**config.mk**
```make
export PLATFORM = sky130hd
export DESIGN_NAME = bsc_corr
export DESIGN_NICKNAME = d
export VERILOG_FILES = /design/src/sv/bsc_pkg.sv /design/src/sv/bsc_corr.sv
export SDC_FILE = /design/constraint.sdc
export NUM_CORES = 2
export LEC_CHECK = 0
export ABC_AREA = 1
export ABC_CLOCK_PERIOD_IN_PS = 34100
export BUFFER_PORTS_ARGS = -buffer_cell sky130_fd_sc_hd__buf_2
export CELL_PAD_IN_SITES_DETAIL_PLACEMENT = 2
export CELL_PAD_IN_SITES_GLOBAL_PLACEMENT = 2
export CORE_UTILIZATION = 44
export CTS_CLUSTER_DIAMETER = 150
export DETAILED_ROUTE_END_ITERATION = 6
export HOLD_SLACK_MARGIN = 0.12
export PLACE_DENSITY_LB_ADDON = 0.05
export SETUP_SLACK_MARGIN = 0.1
export SLEW_MARGIN = 20
export SYNTH_ARGS = -nofsm -noshare
export SYNTH_HDL_FRONTEND = slang
export SYNTH_SLANG_ARGS = --single-unit
```
**constraint.sdc**
```tcl
create_clock -name i_clk -period 34.1 [get_ports i_clk]
set_clock_uncertainty 0.1 [all_clocks]
set_input_delay 3.41 -clock i_clk [delete_from_list [all_inputs] [get_ports i_clk]]
set_output_delay 3.41 -clock i_clk [all_outputs]
set_load 0.01 [all_outputs]
```
**src/sv/bsc_pkg.sv**
```systemverilog
// Types and constants shared by the barometric compensation pipeline.
package bsc_pkg;

    localparam int RAW_W  = 24;
    localparam int PROM_W = 16;
    localparam int IDX_W  = 3;
    localparam int DT_W   = RAW_W + 1;
    localparam int MT_W   = DT_W + PROM_W + 1;
    localparam int SQ_W   = 2 * DT_W;
    localparam int T_W    = 20;
    localparam int OC_W   = 40;
    localparam int SPLIT  = 20;
    localparam int PLO_W  = RAW_W + SPLIT;
    localparam int PHI_W  = RAW_W + 1 + OC_W - SPLIT;
    localparam int PR_W   = 64;
    localparam int PM_SH  = 21;
    localparam int Q_W    = PR_W - PM_SH;
    localparam int X_W    = Q_W + 1;
    localparam int PD_SH  = 15;
    localparam int P_W    = 32;

    localparam int C5_SH   = 8;
    localparam int C2_SH   = 16;
    localparam int C1_SH   = 15;
    localparam int TEMP_SH = 23;
    localparam int OFF_SH  = 7;
    localparam int SENS_SH = 8;
    localparam int TSQ_SH  = 31;

    localparam logic signed [T_W-1:0] T_REF  = 20'sd2000;
    localparam logic signed [T_W-1:0] T_DEEP = -20'sd1500;

    typedef enum logic [IDX_W-1:0] {
        PROM_C1 = 3'd0,
        PROM_C2 = 3'd1,
        PROM_C3 = 3'd2,
        PROM_C4 = 3'd3,
        PROM_C5 = 3'd4,
        PROM_C6 = 3'd5
    } t_prom_idx;

    typedef struct packed {
        logic [PROM_W-1:0] c1;
        logic [PROM_W-1:0] c2;
        logic [PROM_W-1:0] c3;
        logic [PROM_W-1:0] c4;
        logic [PROM_W-1:0] c5;
        logic [PROM_W-1:0] c6;
    } t_prom;

    typedef struct packed {
        logic [RAW_W-1:0] pressure_raw;
        logic [RAW_W-1:0] raw_temperature;
    } t_in;

    typedef struct packed {
        logic signed [P_W-1:0] pressure_out;
        logic signed [T_W-1:0] temperature_centi;
        logic                  coefficients_invalid;
    } t_out;

    typedef struct packed {
        logic [RAW_W-1:0]       d1;
        logic signed [T_W-1:0]  temp;
        logic signed [OC_W-1:0] off;
        logic signed [OC_W-1:0] sens;
        logic signed [T_W-1:0]  tcorr;
        logic                   invalid;
    } t_front;

    typedef struct packed {
        logic [RAW_W-1:0]       d1;
        logic signed [T_W-1:0]  temp;
        logic signed [OC_W-1:0] off;
        logic signed [OC_W-1:0] sens;
        logic                   invalid;
    } t_corr;

endpackage

```
**src/sv/bsc_corr.sv**
```systemverilog
// Second-order stages: low and very low temperature corrections.
module bsc_corr import bsc_pkg::*; (
    input  logic   i_clk,
    input  logic   i_rst_n,
    input  logic   i_valid,
    output logic   o_ready,
    input  t_front i_data,
    output logic   o_valid,
    input  logic   i_ready,
    output t_corr  o_data
);

    logic r_v1, r_v2, r_v3, r_v4;
    logic w_rdy1, w_rdy2, w_rdy3, w_rdy4;

    t_front                 r_f1, r_f2, r_f3;
    logic                   r_low1, r_low2, r_low3;
    logic                   r_deep1, r_deep2;
    logic signed [T_W-1:0]  r_wd, r_cd;
    logic signed [OC_W-1:0] r_wd2, r_cd2;
    logic signed [OC_W-1:0] r_off2, r_sens2;
    t_corr                  r_out;

    logic signed [OC_W-1:0] n_off2, n_sens2;
    t_corr                  n_out;

    assign w_rdy4  = !r_v4 || i_ready;
    assign w_rdy3  = !r_v3 || w_rdy4;
    assign w_rdy2  = !r_v2 || w_rdy3;
    assign w_rdy1  = !r_v1 || w_rdy2;
    assign o_ready = w_rdy1;
    assign o_valid = r_v4;
    assign o_data  = r_out;

    always_comb begin
        n_off2  = ((r_wd2 <<< 2) + r_wd2) >>> 1;
        n_sens2 = ((r_wd2 <<< 2) + r_wd2) >>> 2;
        if (r_deep2) begin
            n_off2  = n_off2 + ((r_cd2 <<< 3) - r_cd2);
            n_sens2 = n_sens2 + (((r_cd2 <<< 3) + (r_cd2 <<< 1) + r_cd2) >>> 1);
        end
    end

    always_comb begin
        n_out.d1      = r_f3.d1;
        n_out.invalid = r_f3.invalid;
        n_out.temp    = r_f3.temp;
        n_out.off     = r_f3.off;
        n_out.sens    = r_f3.sens;
        if (r_low3) begin
            n_out.temp = r_f3.temp - r_f3.tcorr;
            n_out.off  = r_f3.off - r_off2;
            n_out.sens = r_f3.sens - r_sens2;
        end
    end

    always_ff @(posedge i_clk) begin
        if (!i_rst_n) begin
            r_v1 <= 1'b0;
            r_v2 <= 1'b0;
            r_v3 <= 1'b0;
            r_v4 <= 1'b0;
        end else begin
            if (w_rdy1) r_v1 <= i_valid;
            if (w_rdy2) r_v2 <= r_v1;
            if (w_rdy3) r_v3 <= r_v2;
            if (w_rdy4) r_v4 <= r_v3;
        end
    end

    always_ff @(posedge i_clk) begin
        if (w_rdy1) begin
            r_f1    <= i_data;
            r_low1  <= i_data.temp < T_REF;
            r_deep1 <= i_data.temp < T_DEEP;
            r_wd    <= i_data.temp - T_REF;
            r_cd    <= i_data.temp - T_DEEP;
        end
        if (w_rdy2) begin
            r_f2    <= r_f1;
            r_low2  <= r_low1;
            r_deep2 <= r_deep1;
            r_wd2   <= r_wd * r_wd;
            r_cd2   <= r_cd * r_cd;
        end
        if (w_rdy3) begin
            r_f3    <= r_f2;
            r_low3  <= r_low2;
            r_off2  <= n_off2;
            r_sens2 <= n_sens2;
        end
        if (w_rdy4) begin
            r_out <= n_out;
        end
    end

endmodule

```
==> metrics.cfg <==
[cts]
clock-sinks=758
cts-resized-gates=0
clock_latency_ns=0.74
post_cts_buffers=0
htree_num_levels=3
cts_buffers=91
cts_root_buf=clkbuf_16
path_clk_slew_ns=0.06
cts_tree=built
clk_path_buf_depth=3
holdBufCountCts=0

[sta]
fin_crit_sh_pct=28.6
whs_ns=0.306
max_freq_ghz=0.103
relSlewSlack_pct=23.1
finalHoldViolCount=0
rsz0062_at_grt=false
setup_viol=0
worstMarginPinSlew_ns=1.15
finalCriticalPeriod_ns=9.75
drv_slew=0
tns_ns=0

[global_route]
grt.met2_usage_pct=67.1
grt_antenna_before_repair=9
grt.busiest_layer=met2
grt_max_degree=99
grt_overflow=0
grt_pass1_vias=71900
grtUsageMet1_pct=41.6
grt_pass1_wl_mm=461
use_met3_pct=4.30
grt_usage_pct=37.2

[logic_synthesis]
ys_types=52
syn_nets=9747
ys_async_sr_fraction_pct=0
ys.flop_type=edfxtp_1
ys_ff_latch=758
synth_edf_count=754
syn_area_um2=72700
yosysSeqAreaShare_pct=31.3
yosys_warnings=0
postSynthCellCount=8284
syn_area_per_cell_um2=8.77

[worst_setup_path]
worstSetupStartpointType=input port
rr_worst_depth=23
arrival_ns=6.24
r2r-end=r_cd2[39]
crit_required_ns=30.59
crit_type=in -> out
r2r_setup_slack_ns=26.25
worst_setup_path_end_kind=primary output
path_max_fanout=98
crit_path_start=i_ready
worstReg2RegStart=r_cd[19]

[worst_hold_path]
min_from=r_f1[124]
hold_class=reg -> reg
whs_path_depth=0
hold-path-endpoint=r_f2[124]

[layout]
multiInputGateArea_um2=42900
final_common_cell=nand2_1
syn_to_final_growth_pct=9.83
register_area_um2=22700
nNetsFinal=10000
n_fill_cell=18000
drive_gt1_share_pct=6.52
layout_common_cells=1,962 x nand2_1, 1,748 x inv_1, 842 x fa_1

[route]
drtPass1Iterations=6
drtIter0Drc=3607
drc_errors=0
via_per_inst=5.63
ant_nets=0
wl_per_cell_um=28.6
vias=61000
routed_wl_mm=310

[place]
gp_congestion=1.01
dpl.hpwl_mm=252
port_buffers=275

[die]
rows=148
io_pins=276
dieArea_um2=167000
die_x_um=408
die-height_um=408
coreArea_um2=163000
initial_core_util_pct=44.5

[flow_run]
cap_viol_max_count=0

[status]
run_status=finished, final reports clean

## metrics by stage
step / instance area [um^2] / worst slack, ns / utilization [%] / cells
final: 79800 / 24.35 / 48.9 / 10800
after detailed placement: 76800 / 24.30 / 47.0 / 10700
after CTS: 79800 / 24.25 / 48.9 / 10800
after floorplan: 72700 / 15.72 / - / 8284
after global routing: 79800 / 24.14 / 48.9 / 10800
after global placement: 76700 / 24.47 / 47.0 / 10700
## worst max-delay path, cell delays in order
cell and delay, ns:
buf_2 0.10, nor2_1 0.27, inv_6 0.22, nor2_1 0.37, inv_8 0.32, nor2_1 0.58
nand2_4 0.55, buf_2 0.36
## how the worst max path moves through the flow
stage               endpoint  slack (ns)  depth (start not counted)
CTS                  o_ready       24.25                          8
detailed placement   o_ready       24.30                          8
global route         o_ready       24.14                          8
finish               o_ready       24.35                          8
global placement     o_ready       24.47                          8
floorplan            o_ready       15.72                          6
## area by class of cell
class	count	area share, %
Multi-Input combinational cell	5647	53.8
Clock inverter	60	0.832
Inverter	1756	8.29
Clock buffer	108	2.97
Tap cell	2175	3.41
Sequential cell	758	28.5
Timing Repair Buffer	331	2.26
Antenna cell	4	0.0125
## synthesized netlist by cell type (6+ instances only)
cell type	n	area, um^2
nand3b_1	46	345
nor4_1	6	37.5
o21a_1	7	52.6
o31ai_1	6	45.0
a21oi_1	407	2040
or2_2	31	194
nand2_1	1963	7370
nor3_2	6	60.1
nand4_1	91	569
a21boi_0	7	52.6
and2_1	25	156
buf_1	16	60.1
o21ai_0	293	1470
a31oi_1	38	238
clkbuf_1	102	383
nor2_1	637	2390
o21ai_2	9	78.8
nor3_1	50	250
nand2_2	10	62.6
nand3_1	341	1710
fa_1	842	16900
xor2_1	139	1220
xnor2_1	70	613
ha_1	472	5910
edfxtp_1	754	22600
inv_1	1752	6580
a21o_1	30	225
o211ai_1	14	105
o21bai_1	48	360
o21ai_1	12	60.1
## state kept, by name, summed over array words and instances, names as in the netlist, 16 cells and up
signal,flops
n_out,25
o_data,125
r_cd,18
r_cd2,37
r_f1,145
r_f2,145
r_f3,120
r_off2,40
r_sens2,40
r_wd,16
r_wd2,38
## logic make-up after synthesis
family | Yosys count | synth area share [%]
adder cells (fa/ha/maj) | 1314 | 31.3
flip-flops | 758 | 31.3
AO/OA/AOI/OAI | 890 | 6.76
buffers and inverters | 1879 | 9.71
other | 1 | 0.00516
XOR/XNOR | 212 | 2.59
AND/OR/NAND/NOR | 3230 | 18.3
## layer usage
| layer | up-vias | part of all wire, % |
|---|---|---|
| li1 | 26700 | - |
| met1 | 31600 | 38 |
| met2 | 1856 | 51 |
| met3 | 862 | 3.8 |
| met4 | 8 | 7.2 |
| met5 | - | 0.016 |
Power is left out: the tool's default activity adds up to more than one toggle a clock period on the data nets, which glitch-free logic cannot reach.
