### src/sv/bsc_pkg.sv
// Types and constants shared by the barometric compensation pipeline.
package bsc_pkg;

    localparam int RAW_W  = 24;
    localparam int PROM_W = 16;
    localparam int IDX_W  = 3;
    localparam int DT_W   = RAW_W + 1;
    localparam int MT_W   = DT_W + PROM_W + 1;
    localparam int SQ_W   = 2 * DT_W;
    localparam int T_W    = 20;
    localparam int OC_W   = 40;
    localparam int SPLIT  = 20;
    localparam int PLO_W  = RAW_W + SPLIT;
    localparam int PHI_W  = RAW_W + 1 + OC_W - SPLIT;
    localparam int PR_W   = 64;
    localparam int PM_SH  = 21;
    localparam int Q_W    = PR_W - PM_SH;
    localparam int X_W    = Q_W + 1;
    localparam int PD_SH  = 15;
    localparam int P_W    = 32;

    localparam int C5_SH   = 8;
    localparam int C2_SH   = 16;
    localparam int C1_SH   = 15;
    localparam int TEMP_SH = 23;
    localparam int OFF_SH  = 7;
    localparam int SENS_SH = 8;
    localparam int TSQ_SH  = 31;

    localparam logic signed [T_W-1:0] T_REF  = 20'sd2000;
    localparam logic signed [T_W-1:0] T_DEEP = -20'sd1500;

    typedef enum logic [IDX_W-1:0] {
        PROM_C1 = 3'd0,
        PROM_C2 = 3'd1,
        PROM_C3 = 3'd2,
        PROM_C4 = 3'd3,
        PROM_C5 = 3'd4,
        PROM_C6 = 3'd5
    } t_prom_idx;

    typedef struct packed {
        logic [PROM_W-1:0] c1;
        logic [PROM_W-1:0] c2;
        logic [PROM_W-1:0] c3;
        logic [PROM_W-1:0] c4;
        logic [PROM_W-1:0] c5;
        logic [PROM_W-1:0] c6;
    } t_prom;

    typedef struct packed {
        logic [RAW_W-1:0] pressure_raw;
        logic [RAW_W-1:0] raw_temperature;
    } t_in;

    typedef struct packed {
        logic signed [P_W-1:0] pressure_out;
        logic signed [T_W-1:0] temperature_centi;
        logic                  coefficients_invalid;
    } t_out;

    typedef struct packed {
        logic [RAW_W-1:0]       d1;
        logic signed [T_W-1:0]  temp;
        logic signed [OC_W-1:0] off;
        logic signed [OC_W-1:0] sens;
        logic signed [T_W-1:0]  tcorr;
        logic                   invalid;
    } t_front;

    typedef struct packed {
        logic [RAW_W-1:0]       d1;
        logic signed [T_W-1:0]  temp;
        logic signed [OC_W-1:0] off;
        logic signed [OC_W-1:0] sens;
        logic                   invalid;
    } t_corr;

endpackage

### src/sv/bsc_pres.sv
// Pressure stages: split D1 x SENS product, scaling and offset removal.
module bsc_pres import bsc_pkg::*; (
    input  logic  i_clk,
    input  logic  i_rst_n,
    input  logic  i_valid,
    output logic  o_ready,
    input  t_corr i_data,
    output logic  o_valid,
    input  logic  i_ready,
    output t_out  o_data
);

    logic r_v1, r_v2, r_v3, r_v4, r_v5;
    logic w_rdy1, w_rdy2, w_rdy3, w_rdy4, w_rdy5;

    logic [PLO_W-1:0]         r_plo;
    logic signed [PHI_W-1:0]  r_phi;
    logic signed [PR_W-1:0]   r_prod;
    logic signed [Q_W-1:0]    r_q;
    logic signed [X_W-1:0]    r_x;
    logic signed [OC_W-1:0]   r_off1, r_off2, r_off3;
    logic signed [T_W-1:0]    r_t1, r_t2, r_t3, r_t4;
    logic                     r_i1, r_i2, r_i3, r_i4;
    t_out                     r_out;

    logic [SPLIT-1:0]             w_lo;
    logic signed [OC_W-SPLIT-1:0] w_hi;
    logic signed [PR_W-1:0]       w_prod_b;
    logic signed [X_W-1:0]        w_x_b;

    assign w_rdy5  = !r_v5 || i_ready;
    assign w_rdy4  = !r_v4 || w_rdy5;
    assign w_rdy3  = !r_v3 || w_rdy4;
    assign w_rdy2  = !r_v2 || w_rdy3;
    assign w_rdy1  = !r_v1 || w_rdy2;
    assign o_ready = w_rdy1;
    assign o_valid = r_v5;
    assign o_data  = r_out;

    assign w_lo     = i_data.sens[SPLIT-1:0];
    assign w_hi     = i_data.sens[OC_W-1:SPLIT];
    assign w_prod_b = r_prod + (r_prod[PR_W-1] ? PR_W'({PM_SH{1'b1}}) : '0);
    assign w_x_b    = r_x + (r_x[X_W-1] ? X_W'({PD_SH{1'b1}}) : '0);

    always_ff @(posedge i_clk) begin
        if (!i_rst_n) begin
            r_v1 <= 1'b0;
            r_v2 <= 1'b0;
            r_v3 <= 1'b0;
            r_v4 <= 1'b0;
            r_v5 <= 1'b0;
        end else begin
            if (w_rdy1) r_v1 <= i_valid;
            if (w_rdy2) r_v2 <= r_v1;
            if (w_rdy3) r_v3 <= r_v2;
            if (w_rdy4) r_v4 <= r_v3;
            if (w_rdy5) r_v5 <= r_v4;
        end
    end

    always_ff @(posedge i_clk) begin
        if (w_rdy1) begin
            r_plo  <= i_data.d1 * w_lo;
            r_phi  <= $signed({1'b0, i_data.d1}) * w_hi;
            r_off1 <= i_data.off;
            r_t1   <= i_data.temp;
            r_i1   <= i_data.invalid;
        end
        if (w_rdy2) begin
            r_prod <= (PR_W'(r_phi) <<< SPLIT) + $signed(PR_W'(r_plo));
            r_off2 <= r_off1;
            r_t2   <= r_t1;
            r_i2   <= r_i1;
        end
        if (w_rdy3) begin
            r_q    <= w_prod_b[PR_W-1:PM_SH];
            r_off3 <= r_off2;
            r_t3   <= r_t2;
            r_i3   <= r_i2;
        end
        if (w_rdy4) begin
            r_x  <= X_W'(r_q) - X_W'(r_off3);
            r_t4 <= r_t3;
            r_i4 <= r_i3;
        end
        if (w_rdy5) begin
            r_out.pressure_out         <= P_W'($signed(w_x_b[X_W-1:PD_SH]));
            r_out.temperature_centi    <= r_t4;
            r_out.coefficients_invalid <= r_i4;
        end
    end

endmodule

### config.mk
export PLATFORM = sky130hd
export DESIGN_NAME = bsc_pres
export DESIGN_NICKNAME = d
export VERILOG_FILES = /design/src/sv/bsc_pkg.sv /design/src/sv/bsc_pres.sv
export SDC_FILE = /design/constraint.sdc
export NUM_CORES = 2
export LEC_CHECK = 0
export BUFFER_PORTS_ARGS = -buffer_cell sky130_fd_sc_hd__buf_2
export CELL_PAD_IN_SITES_DETAIL_PLACEMENT = 0
export CELL_PAD_IN_SITES_GLOBAL_PLACEMENT = 1
export CORE_MARGIN = 1.5
export CORE_UTILIZATION = 40
export CTS_BUF_LIST = sky130_fd_sc_hd__clkbuf_2
export DETAILED_ROUTE_END_ITERATION = 7
export GPL_TIMING_DRIVEN = 0
export PLACE_DENSITY = 0.71
export SKIP_LAST_GASP = 1
export SLEW_MARGIN = 25
export SYNTH_ARGS = -nofsm -noshare
export SYNTH_HDL_FRONTEND = slang
export SYNTH_SLANG_ARGS = --single-unit
### constraint.sdc
create_clock -name i_clk -period 7.4 [get_ports i_clk]
set_input_delay 0.37 -clock i_clk [delete_from_list [all_inputs] [get_ports i_clk]]
set_output_delay 0.37 -clock i_clk [all_outputs]
set_load 0.01 [all_outputs]
==> metrics.yaml <==
critical_path:
  slowest_stage: "clkbuf_1"
  critical_path_class: "input pin to flop"
  worst-endpoint-arrival_ns: 8.16
  start_kind: "input pin"
  crit_required_ns: 8.24
  max_stage_delay_ns: 0.61
  path_max_fanout: 10
  reg2reg_depth: 13
  crit_path_end_kind: "flop"
  path_common_cell: "fa_1"
floorplan:
  ios: 184
  die_y_um: 365
  start_util_pct: 40.4
  die_w_um: 365
  row_count: 132
  dieArea_mm2: 0.133
  core-area_mm2: 0.130
yosys:
  synthTopCellsByArea: "fa_1, edfxtp_1, ha_1"
  yosys.area.top_type_share_pct: 30.0
  synth_cell_types: 75
  yosysMostFrequentCell: "inv_1"
  synth_fp_nets: 6306
  synth_largest_area_cell: "fa_1"
  ys_seq_area_share_pct: 28.4
  synth_edf_count: 493
  async_reset_ff_share_pct: 0
  ys_warn_count: 0
  syn-cell-area_mm2: 0.0525
  ys.flop_type: "edfxtp_1"
  avgSynthCellArea_um2: 10.6
  synth_seq_cells: 498
  postSynthCellCount: 4960
  ys_top_cells_by_count: "inv_1, fa_1, nand2_1, edfxtp_1, and2_1"
cts:
  cts_made_buffers: 110
  htree_levels: 3
  cts_tree: "built"
  root_buffer: "clkbuf_2"
  cts_buffer_depth: 3
  clock_sink_count: 498
  clock_latency_ns: 1.21
  clkTransAtPathRegs_ns: 0.09
  cts_setup_buffers: 0
timing:
  max_slew_margin_pct: 24.9
  hold_viol_final: 0
  max_freq_mhz: 137
  tightest_slew_ns: 1.13
  drv_slew: 0
  setup_ws_ns: 0.0824
  finalSetupViolations: 0
  final.setup_skew_ns: 0.0692
  min_period_ns: 7.32
  rsz0062_at_grt: "no"
  min_period_over_period_pct: 98.9
min_path:
  holdPathStages: 3
  hp-class: "input pin to flop"
routing:
  drc: 0
  via_per_inst: 5.04
  wirelength_um: 157000
  drtAntennaViolNets: 0
  drtIter0Drc: 2261
  vias: 36400
  wire_per_inst_um: 21.7
  drtPass1Iterations: 5
flow_run:
  drv_cap: 0
place:
  port-buffer-count: 159
  place_ws_ns: -1.20
  dp.final_hpwl_um: 127000
  gp_congestion: 0.975
global_route:
  grt_pass1_wl_um: 233000
  antenna_found_initial: 25
  grt_overflow_total: 0
  grt_pass1_vias: 37700
  gr-usage-all-layers_pct: 23.8
  grt_max_degree: 76
final_layout:
  syn_to_final_growth_pct: 10.8
  multiInputGateArea_mm2: 0.0334
  n_fill_cell: 12600
  nets: 6721
  layout-drive-gt1-share_pct: 7.02
  seq_area_mm2: 0.0149
outcome:
  status: "completed"
## repair_timing
action / 4_1_cts / 5_1_grt
endpoints found under the hold margin: 185 / 0
hold buffers: 136 / 0
gates resized for setup: 0 / 6
endpoints found under the setup margin: 0 / 3
## metrics by stage
stage	util (%)	hold slack [ns]	std cells	TNS, ns	area [um^2]
after CTS	44.8	0.0410	7201	0	58100
final	44.8	0.216	7217	0	58200
after global routing	44.8	0.0885	7211	0	58200
after floorplan	-	0.400	4960	0	52500
after global placement	42.7	0.400	6861	-249.26	55500
after detailed placement	42.9	0.405	6869	-13.30	55700
## kinds of logic after synthesis
group / Yosys count / share of synthesized area (%)
AO/OA/AOI/OAI: 465 / 5.91
AND/OR/NAND/NOR: 1410 / 13.4
adder cells (fa/ha/maj): 1217 / 40.3
flip-flops: 498 / 28.4
buffers and inverters: 1136 / 8.14
XOR/XNOR: 232 / 3.87
multiplexers: 2 / 0.0381
## cells in the final DEF, fill, tap and decap left out, types with 24 or more instances in the layout
master	instances
buf_2	161
fa_1	787
ha_1	430
a21o_1	96
clkinv_1	34
edfxtp_1	493
inv_1	925
nor2_1	111
nand4_1	35
nor2b_1	28
xor2_1	73
and3_1	39
nand3_1	54
dlygate4sd3_1	136
o21a_1	24
nand2b_1	33
clkbuf_1	186
o21ai_0	62
xnor2_1	158
nand2_1	588
clkbuf_2	163
and2_1	463
a21oi_1	141
## path summary, 6_finish.rpt
check              start          to  slack, ns
min          i_data[102]    r_plo[1]       0.22
min reg2reg   r_off2[39]  r_off3[39]       0.36
max reg2reg   r_prod[63]     r_q[31]       3.02
max            i_data[6]   r_plo[39]       0.08
## critical path: cells and delay by family
kind | cells | cell delay (ns)
and+or+nand+nor | 4 | 0.66
AOI/OAI and AO/OA | 6 | 1.54
xor gates and xnor gates | 1 | 0.61
adders and majority gates | 8 | 3.91
buffers and inverters | 7 | 1.04
## cell type report
cell class                 count  share of cell area [%]
antenna                       16                  0.0688
buffer                       209                    1.41
clock buffer                 146                    1.26
clock inverter                50                   0.527
inverter                     927                    5.99
multi-input combinational   3326                    57.3
sequential                   498                    25.6
tap                         1742                    3.75
timing repair buffer         303                    4.06
## routing by layer
| metal | vias to the layer above | share of wire [%] | track usage [%] | wire length (um) |
|---|---|---|---|---|
| met5 | - | 0.017 | 0 | 26 |
| met4 | 4 | 4.9 | 11.6 | 7660 |
| met3 | 297 | 7.7 | 5.34 | 12000 |
| met2 | 1280 | 46 | 38.2 | 72500 |
| met1 | 18200 | 41 | 30.6 | 64600 |
| li1 | 16600 | - | - | - |
## flip-flops by register name, summed over array words and instances (netlist names), 20 cells and up
register and cells:
r_plo 44, r_t3 20, r_prod 64, r_off2 40, r_off1 40, r_t1 20
o_data 50, r_phi 44, r_t4 20, r_x 44, r_off3 40, r_q 43
r_t2 20
Power is not shown: default switching activity piles up to over one toggle a cycle in this logic, so the estimate is an artifact.
