## src/sv/bsc_pkg.sv

```systemverilog
// Types and constants shared by the barometric compensation pipeline.
package bsc_pkg;

    localparam int RAW_W  = 24;
    localparam int PROM_W = 16;
    localparam int IDX_W  = 3;
    localparam int DT_W   = RAW_W + 1;
    localparam int MT_W   = DT_W + PROM_W + 1;
    localparam int SQ_W   = 2 * DT_W;
    localparam int T_W    = 20;
    localparam int OC_W   = 40;
    localparam int SPLIT  = 20;
    localparam int PLO_W  = RAW_W + SPLIT;
    localparam int PHI_W  = RAW_W + 1 + OC_W - SPLIT;
    localparam int PR_W   = 64;
    localparam int PM_SH  = 21;
    localparam int Q_W    = PR_W - PM_SH;
    localparam int X_W    = Q_W + 1;
    localparam int PD_SH  = 15;
    localparam int P_W    = 32;

    localparam int C5_SH   = 8;
    localparam int C2_SH   = 16;
    localparam int C1_SH   = 15;
    localparam int TEMP_SH = 23;
    localparam int OFF_SH  = 7;
    localparam int SENS_SH = 8;
    localparam int TSQ_SH  = 31;

    localparam logic signed [T_W-1:0] T_REF  = 20'sd2000;
    localparam logic signed [T_W-1:0] T_DEEP = -20'sd1500;

    typedef enum logic [IDX_W-1:0] {
        PROM_C1 = 3'd0,
        PROM_C2 = 3'd1,
        PROM_C3 = 3'd2,
        PROM_C4 = 3'd3,
        PROM_C5 = 3'd4,
        PROM_C6 = 3'd5
    } t_prom_idx;

    typedef struct packed {
        logic [PROM_W-1:0] c1;
        logic [PROM_W-1:0] c2;
        logic [PROM_W-1:0] c3;
        logic [PROM_W-1:0] c4;
        logic [PROM_W-1:0] c5;
        logic [PROM_W-1:0] c6;
    } t_prom;

    typedef struct packed {
        logic [RAW_W-1:0] pressure_raw;
        logic [RAW_W-1:0] raw_temperature;
    } t_in;

    typedef struct packed {
        logic signed [P_W-1:0] pressure_out;
        logic signed [T_W-1:0] temperature_centi;
        logic                  coefficients_invalid;
    } t_out;

    typedef struct packed {
        logic [RAW_W-1:0]       d1;
        logic signed [T_W-1:0]  temp;
        logic signed [OC_W-1:0] off;
        logic signed [OC_W-1:0] sens;
        logic signed [T_W-1:0]  tcorr;
        logic                   invalid;
    } t_front;

    typedef struct packed {
        logic [RAW_W-1:0]       d1;
        logic signed [T_W-1:0]  temp;
        logic signed [OC_W-1:0] off;
        logic signed [OC_W-1:0] sens;
        logic                   invalid;
    } t_corr;

endpackage

```

## src/sv/bsc_front.sv

```systemverilog
// First-order stages: dT, calibration products, first-order TEMP, OFF and SENS, and the dT squared term.
module bsc_front import bsc_pkg::*; (
    input  logic   i_clk,
    input  logic   i_rst_n,
    input  t_prom  i_prom,
    input  logic   i_valid,
    output logic   o_ready,
    input  t_in    i_data,
    output logic   o_valid,
    input  logic   i_ready,
    output t_front o_data
);

    logic r_v1, r_v2, r_v3;
    logic w_rdy1, w_rdy2, w_rdy3;

    logic signed [DT_W-1:0] r_dt;
    logic [RAW_W-1:0]       r_d1_1, r_d1_2;
    logic                   r_inv_1, r_inv_2;
    logic signed [MT_W-1:0] r_mt, r_mo, r_ms;
    logic signed [SQ_W-1:0] r_mq;
    t_front                 r_out;

    logic signed [DT_W-1:0]         n_dt;
    logic                           n_inv;
    logic signed [MT_W-1:0]         w_mt_b, w_mo_b, w_ms_b;
    logic signed [MT_W-TEMP_SH-1:0] w_qt;
    logic signed [MT_W-OFF_SH-1:0]  w_qo;
    logic signed [MT_W-SENS_SH-1:0] w_qs;
    t_front                         n_out;

    assign w_rdy3  = !r_v3 || i_ready;
    assign w_rdy2  = !r_v2 || w_rdy3;
    assign w_rdy1  = !r_v1 || w_rdy2;
    assign o_ready = w_rdy1;
    assign o_valid = r_v3;
    assign o_data  = r_out;

    assign n_dt  = $signed({1'b0, i_data.raw_temperature})
                 - $signed({1'b0, i_prom.c5, {C5_SH{1'b0}}});
    assign n_inv = (i_prom.c1 == '0) || (i_prom.c2 == '0)
                || (i_prom.c5 == '0) || (i_prom.c6 == '0);

    // truncate toward zero: bias negatives before the shift
    assign w_mt_b = r_mt + (r_mt[MT_W-1] ? MT_W'({TEMP_SH{1'b1}}) : '0);
    assign w_mo_b = r_mo + (r_mo[MT_W-1] ? MT_W'({OFF_SH{1'b1}}) : '0);
    assign w_ms_b = r_ms + (r_ms[MT_W-1] ? MT_W'({SENS_SH{1'b1}}) : '0);
    assign w_qt   = w_mt_b[MT_W-1:TEMP_SH];
    assign w_qo   = w_mo_b[MT_W-1:OFF_SH];
    assign w_qs   = w_ms_b[MT_W-1:SENS_SH];

    always_comb begin
        n_out         = r_out;
        n_out.d1      = r_d1_2;
        n_out.invalid = r_inv_2;
        n_out.temp    = T_W'(w_qt) + T_REF;
        n_out.off     = OC_W'(w_qo) + OC_W'($signed({1'b0, i_prom.c2, {C2_SH{1'b0}}}));
        n_out.sens    = OC_W'(w_qs) + OC_W'($signed({1'b0, i_prom.c1, {C1_SH{1'b0}}}));
        n_out.tcorr   = T_W'(r_mq[SQ_W-2:TSQ_SH]);
    end

    always_ff @(posedge i_clk) begin
        if (!i_rst_n) begin
            r_v1 <= 1'b0;
            r_v2 <= 1'b0;
            r_v3 <= 1'b0;
        end else begin
            if (w_rdy1) r_v1 <= i_valid;
            if (w_rdy2) r_v2 <= r_v1;
            if (w_rdy3) r_v3 <= r_v2;
        end
    end

    always_ff @(posedge i_clk) begin
        if (w_rdy1) begin
            r_dt    <= n_dt;
            r_d1_1  <= i_data.pressure_raw;
            r_inv_1 <= n_inv;
        end
        if (w_rdy2) begin
            r_mt    <= r_dt * $signed({1'b0, i_prom.c6});
            r_mo    <= r_dt * $signed({1'b0, i_prom.c4});
            r_ms    <= r_dt * $signed({1'b0, i_prom.c3});
            r_mq    <= r_dt * r_dt;
            r_d1_2  <= r_d1_1;
            r_inv_2 <= r_inv_1;
        end
        if (w_rdy3) begin
            r_out <= n_out;
        end
    end

endmodule

```

## config.mk

```make
export PLATFORM = sky130hd
export DESIGN_NAME = bsc_front
export DESIGN_NICKNAME = d
export VERILOG_FILES = /design/src/sv/bsc_pkg.sv /design/src/sv/bsc_front.sv
export SDC_FILE = /design/constraint.sdc
export NUM_CORES = 2
export LEC_CHECK = 0
export BUFFER_PORTS_ARGS = -buffer_cell sky130_fd_sc_hd__buf_2
export CORE_MARGIN = 2
export CORE_UTILIZATION = 45
export DETAILED_ROUTE_END_ITERATION = 12
export GPL_TIMING_DRIVEN = 0
export PLACE_DENSITY = 0.64
export SETUP_SLACK_MARGIN = 0.2
export SYNTH_ARGS = -nofsm -noshare
export SYNTH_HDL_FRONTEND = slang
export SYNTH_SLANG_ARGS = --single-unit
```

## constraint.sdc

```tcl
create_clock -name i_clk -period 7.4 [get_ports i_clk]
set_input_delay 1.48 -clock i_clk [delete_from_list [all_inputs] [get_ports i_clk]]
set_output_delay 1.48 -clock i_clk [all_outputs]
set_load 0.01 [all_outputs]
```

==> impl_metrics.yaml <==
floorplan:
  fp.dieH_um: 420
  dieArea_um2: 176000
  core-area_um2: 172000
  io_pins: 295
  start_util_pct: 45.3
  die_width_um: 420
  core.rowCount: 152
detailed_routing:
  dr.pass1.iters: 8
  wirelength_um: 258000
  ant_nets: 0
  drtIter0Drc: 4370
  vias_per_cell: 5.25
  drc: 0
  vias: 56900
  wl_per_cell_um: 23.8
status:
  status: "completed"
timing:
  drv_slew: 0
  worst_clock_skew_ns: 0.0430
  rsz0062_at_grt: "true"
  setup_slack_ns: 0.0362
  tightest_slew_ns: 1.16
  hold_viol_final: 0
  post-route-min-period_ns: 7.36
  fmax_mhz: 136
  slew_headroom_pct: 22.8
  setup_violations: 0
  min_period_over_period_pct: 99.5
global_routing:
  grt_max_degree: 88
  grt_pass1_vias: 61500
  grt_remaining_overflow: 0
  antenna_found_initial: 55
  track_usage_pct: 30.2
  grt_pass1_wl_um: 386000
synth:
  synth_cell_types: 78
  synth-edff-count: 353
  ys_top_cells_by_count: "inv_1 (2093), fa_1 (1773), nand2_1 (1012)"
  synth_top_area_cell: "fa_1"
  synth_seq_area_share_pct: 13.7
  ys_warn_count: 0
  synth_flop_cell: "edfxtp_1"
  synth_area_leaders: "fa_1 (46%), edfxtp_1 (14%), inv_1 (10%), ha_1 (8.7%), nand2_1 (4.9%)"
  syn_inst: 7939
  ys_ff_latch: 356
  syn_area_um2: 77800
  postSynth.asyncResetShare_pct: 0
  synth_top_area_share_pct: 45.6
  syn-mean-instance-area_um2: 9.80
  synth.most_common_cell: "inv_1"
critical_path:
  cpPeakStageDelay_ns: 0.69
  reg2reg_from: "r_dt[24]"
  setup.worst_path.start_class: "register"
  crit_buf_inv: 7
  r2r-end: "r_mq[48]"
  slowest_stage: "fa_2"
  r2r_cells: 26
  worstPathArrival_ns: 7.79
  path_max_fanout: 5
  end_kind: "register"
  crit_path_frequent_cell: "fa_2"
  required_ns: 7.83
  reg2reg_slack_ns: 0.04
  critPathTopFamily: "adder cells"
  worst-setup-path-type: "reg -> reg"
cells_and_area:
  utilization_pct: 52.1
  final_area_um2: 89400
  nNetsFinal: 10900
  syn_to_final_growth_pct: 15.0
  drive_above_1_share_pct: 13.5
  fillCellCount: 15500
min_path:
  whs_path_depth: 0
  holdCritStartpoint: "r_d1_1[10]"
  hp-class: "reg -> reg"
  holdPathEnd: "r_d1_2[10]"
clock_network:
  htree_levels: 2
  cts-root-buf: "clkbuf_16"
  cts_tree: "built"
  numCtsBuffers: 44
  cts_buffer_depth: 3
  insertion_delay_ns: 0.68
  clk_pin_slew_worst_paths_ns: 0.06
  cts_sinks: 356
placement:
  numPortBuffers: 269
  placed_area_um2: 82800
  globalplace.congestion: 1.01
  dp_hpwl_um: 211000
  place_worst_setup_slack_ns: -3.19
run:
  max_cap_violations: 0
-- metal layers --
| metal | vias up | GRT usage (%) | wire (um) |
|---|---|---|---|
| met5 | - | 0 | 267 |
| met4 | 30 | 16.1 | 16000 |
| met3 | 681 | 6.68 | 22900 |
| met2 | 2333 | 48.6 | 120000 |
| met1 | 29300 | 38.0 | 98500 |
| li1 | 24500 | - | - |
-- layout by cell type (no fill, tap or decap), types with 52 or more instances in the layout --
| master | n |
|---|---|
| nor2_1 | 141 |
| clkbuf_8 | 63 |
| and2_1 | 583 |
| inv_1 | 2051 |
| xnor2_1 | 208 |
| nand3_1 | 56 |
| xor2_1 | 77 |
| a21o_1 | 62 |
| buf_2 | 269 |
| buf_4 | 200 |
| edfxtp_1 | 353 |
| clkbuf_4 | 52 |
| ha_1 | 504 |
| a21oi_1 | 123 |
| clkbuf_16 | 89 |
| fa_1 | 1724 |
| o21ai_0 | 62 |
| nand2_1 | 979 |
-- worst reg2reg max path: stages, from the launching register on --
cell and delay [ns]:
edfxtp_1 0.41, buf_12 0.17, clkbuf_16 0.17, clkbuf_16 0.16, and2_4 0.18, fa_2 0.51, fa_2 0.69, clkinvlp_4 0.22
fa_1 0.52, inv_1 0.06, fa_2 0.53, fa_1 0.43, fa_1 0.51, inv_1 0.06, fa_2 0.60, inv_2 0.06
ha_4 0.18, a211oi_4 0.20, o21ai_2 0.09, a21o_1 0.19, a32oi_2 0.25, o21ai_4 0.15, o211a_1 0.30, o21ai_2 0.14
nand2b_1 0.12, a21oi_2 0.17, xnor2_1 0.07
-- cell families (layout without fill, tap and decap cells) --
kind of cell               count (synthesis)  in the layout  synth area share (%)
AOI/OAI and AO/OA                        503            503                  4.27
muxes                                      2              2                0.0257
xor gates and xnor gates                 290            290                  3.27
other                                      1             40               0.00482
DFF                                      356            356                  13.7
and+or+nand+nor                         2041           2041                  12.6
buffers and inverters                   2430           2979                  11.8
adders and majority gates               2316           2316                  54.4
-- layout make-up --
cell class              count  area (um^2)  share of cell area (%)
multi-input cells        5154        59200                    66.2
flip-flops and latches    356        10700                    11.9
inverters                2093         7880                    8.81
plain buffers             333         3920                    4.38
repair buffers            473         3220                    3.60
well taps                2310         2890                    3.23
clock buffers              52         1180                    1.32
clock inverters            28          402                   0.449
diodes                     38         95.1                   0.106
-- per-stage QoR --
stage	setup TNS [ns]	cells	hold slack (ns)
after floorplan	0	7940	0.400
after global placement	-275.87	10500	0.401
after detailed placement	-119.57	10500	0.405
after CTS	0	10700	0.411
after global routing	-0.600	10800	0.415
final	0	10800	0.413
-- worst max path at each step --
stage	start	end	slack [ns]	cells past startpoint
floorplan	i_prom[37]	r_mo[30]	0.08	25
global placement	r_dt[2]	r_mq[43]	-3.09	27
detailed placement	r_dt[2]	r_mq[43]	-3.19	27
CTS	r_dt[2]	r_mq[43]	0.09	30
global route	r_dt[2]	r_mq[45]	-0.13	28
finish	r_dt[24]	r_mq[48]	0.04	26
-- registers in the layout (all words and copies together), names as in the netlist, 18 cells and up --
name and cells:
o_data 134, r_d1_1 24, r_d1_2 24, r_dt 25, r_mo 42, r_mq 18
r_ms 42, r_mt 42
-- timing repair --
| action | 4_1_cts | 5_1_grt |
|---|---|---|
| buffers inserted | 107 | 92 |
| resized for setup | 659 | 436 |
| setup endpoints to repair | 107 | 41 |
| cloned | 1 | 0 |
| hold buffers | 0 | 0 |
| pin swaps | 80 | 150 |
Power is not shown: default switching activity piles up to over one toggle a cycle in this logic, so the estimate is an artifact.
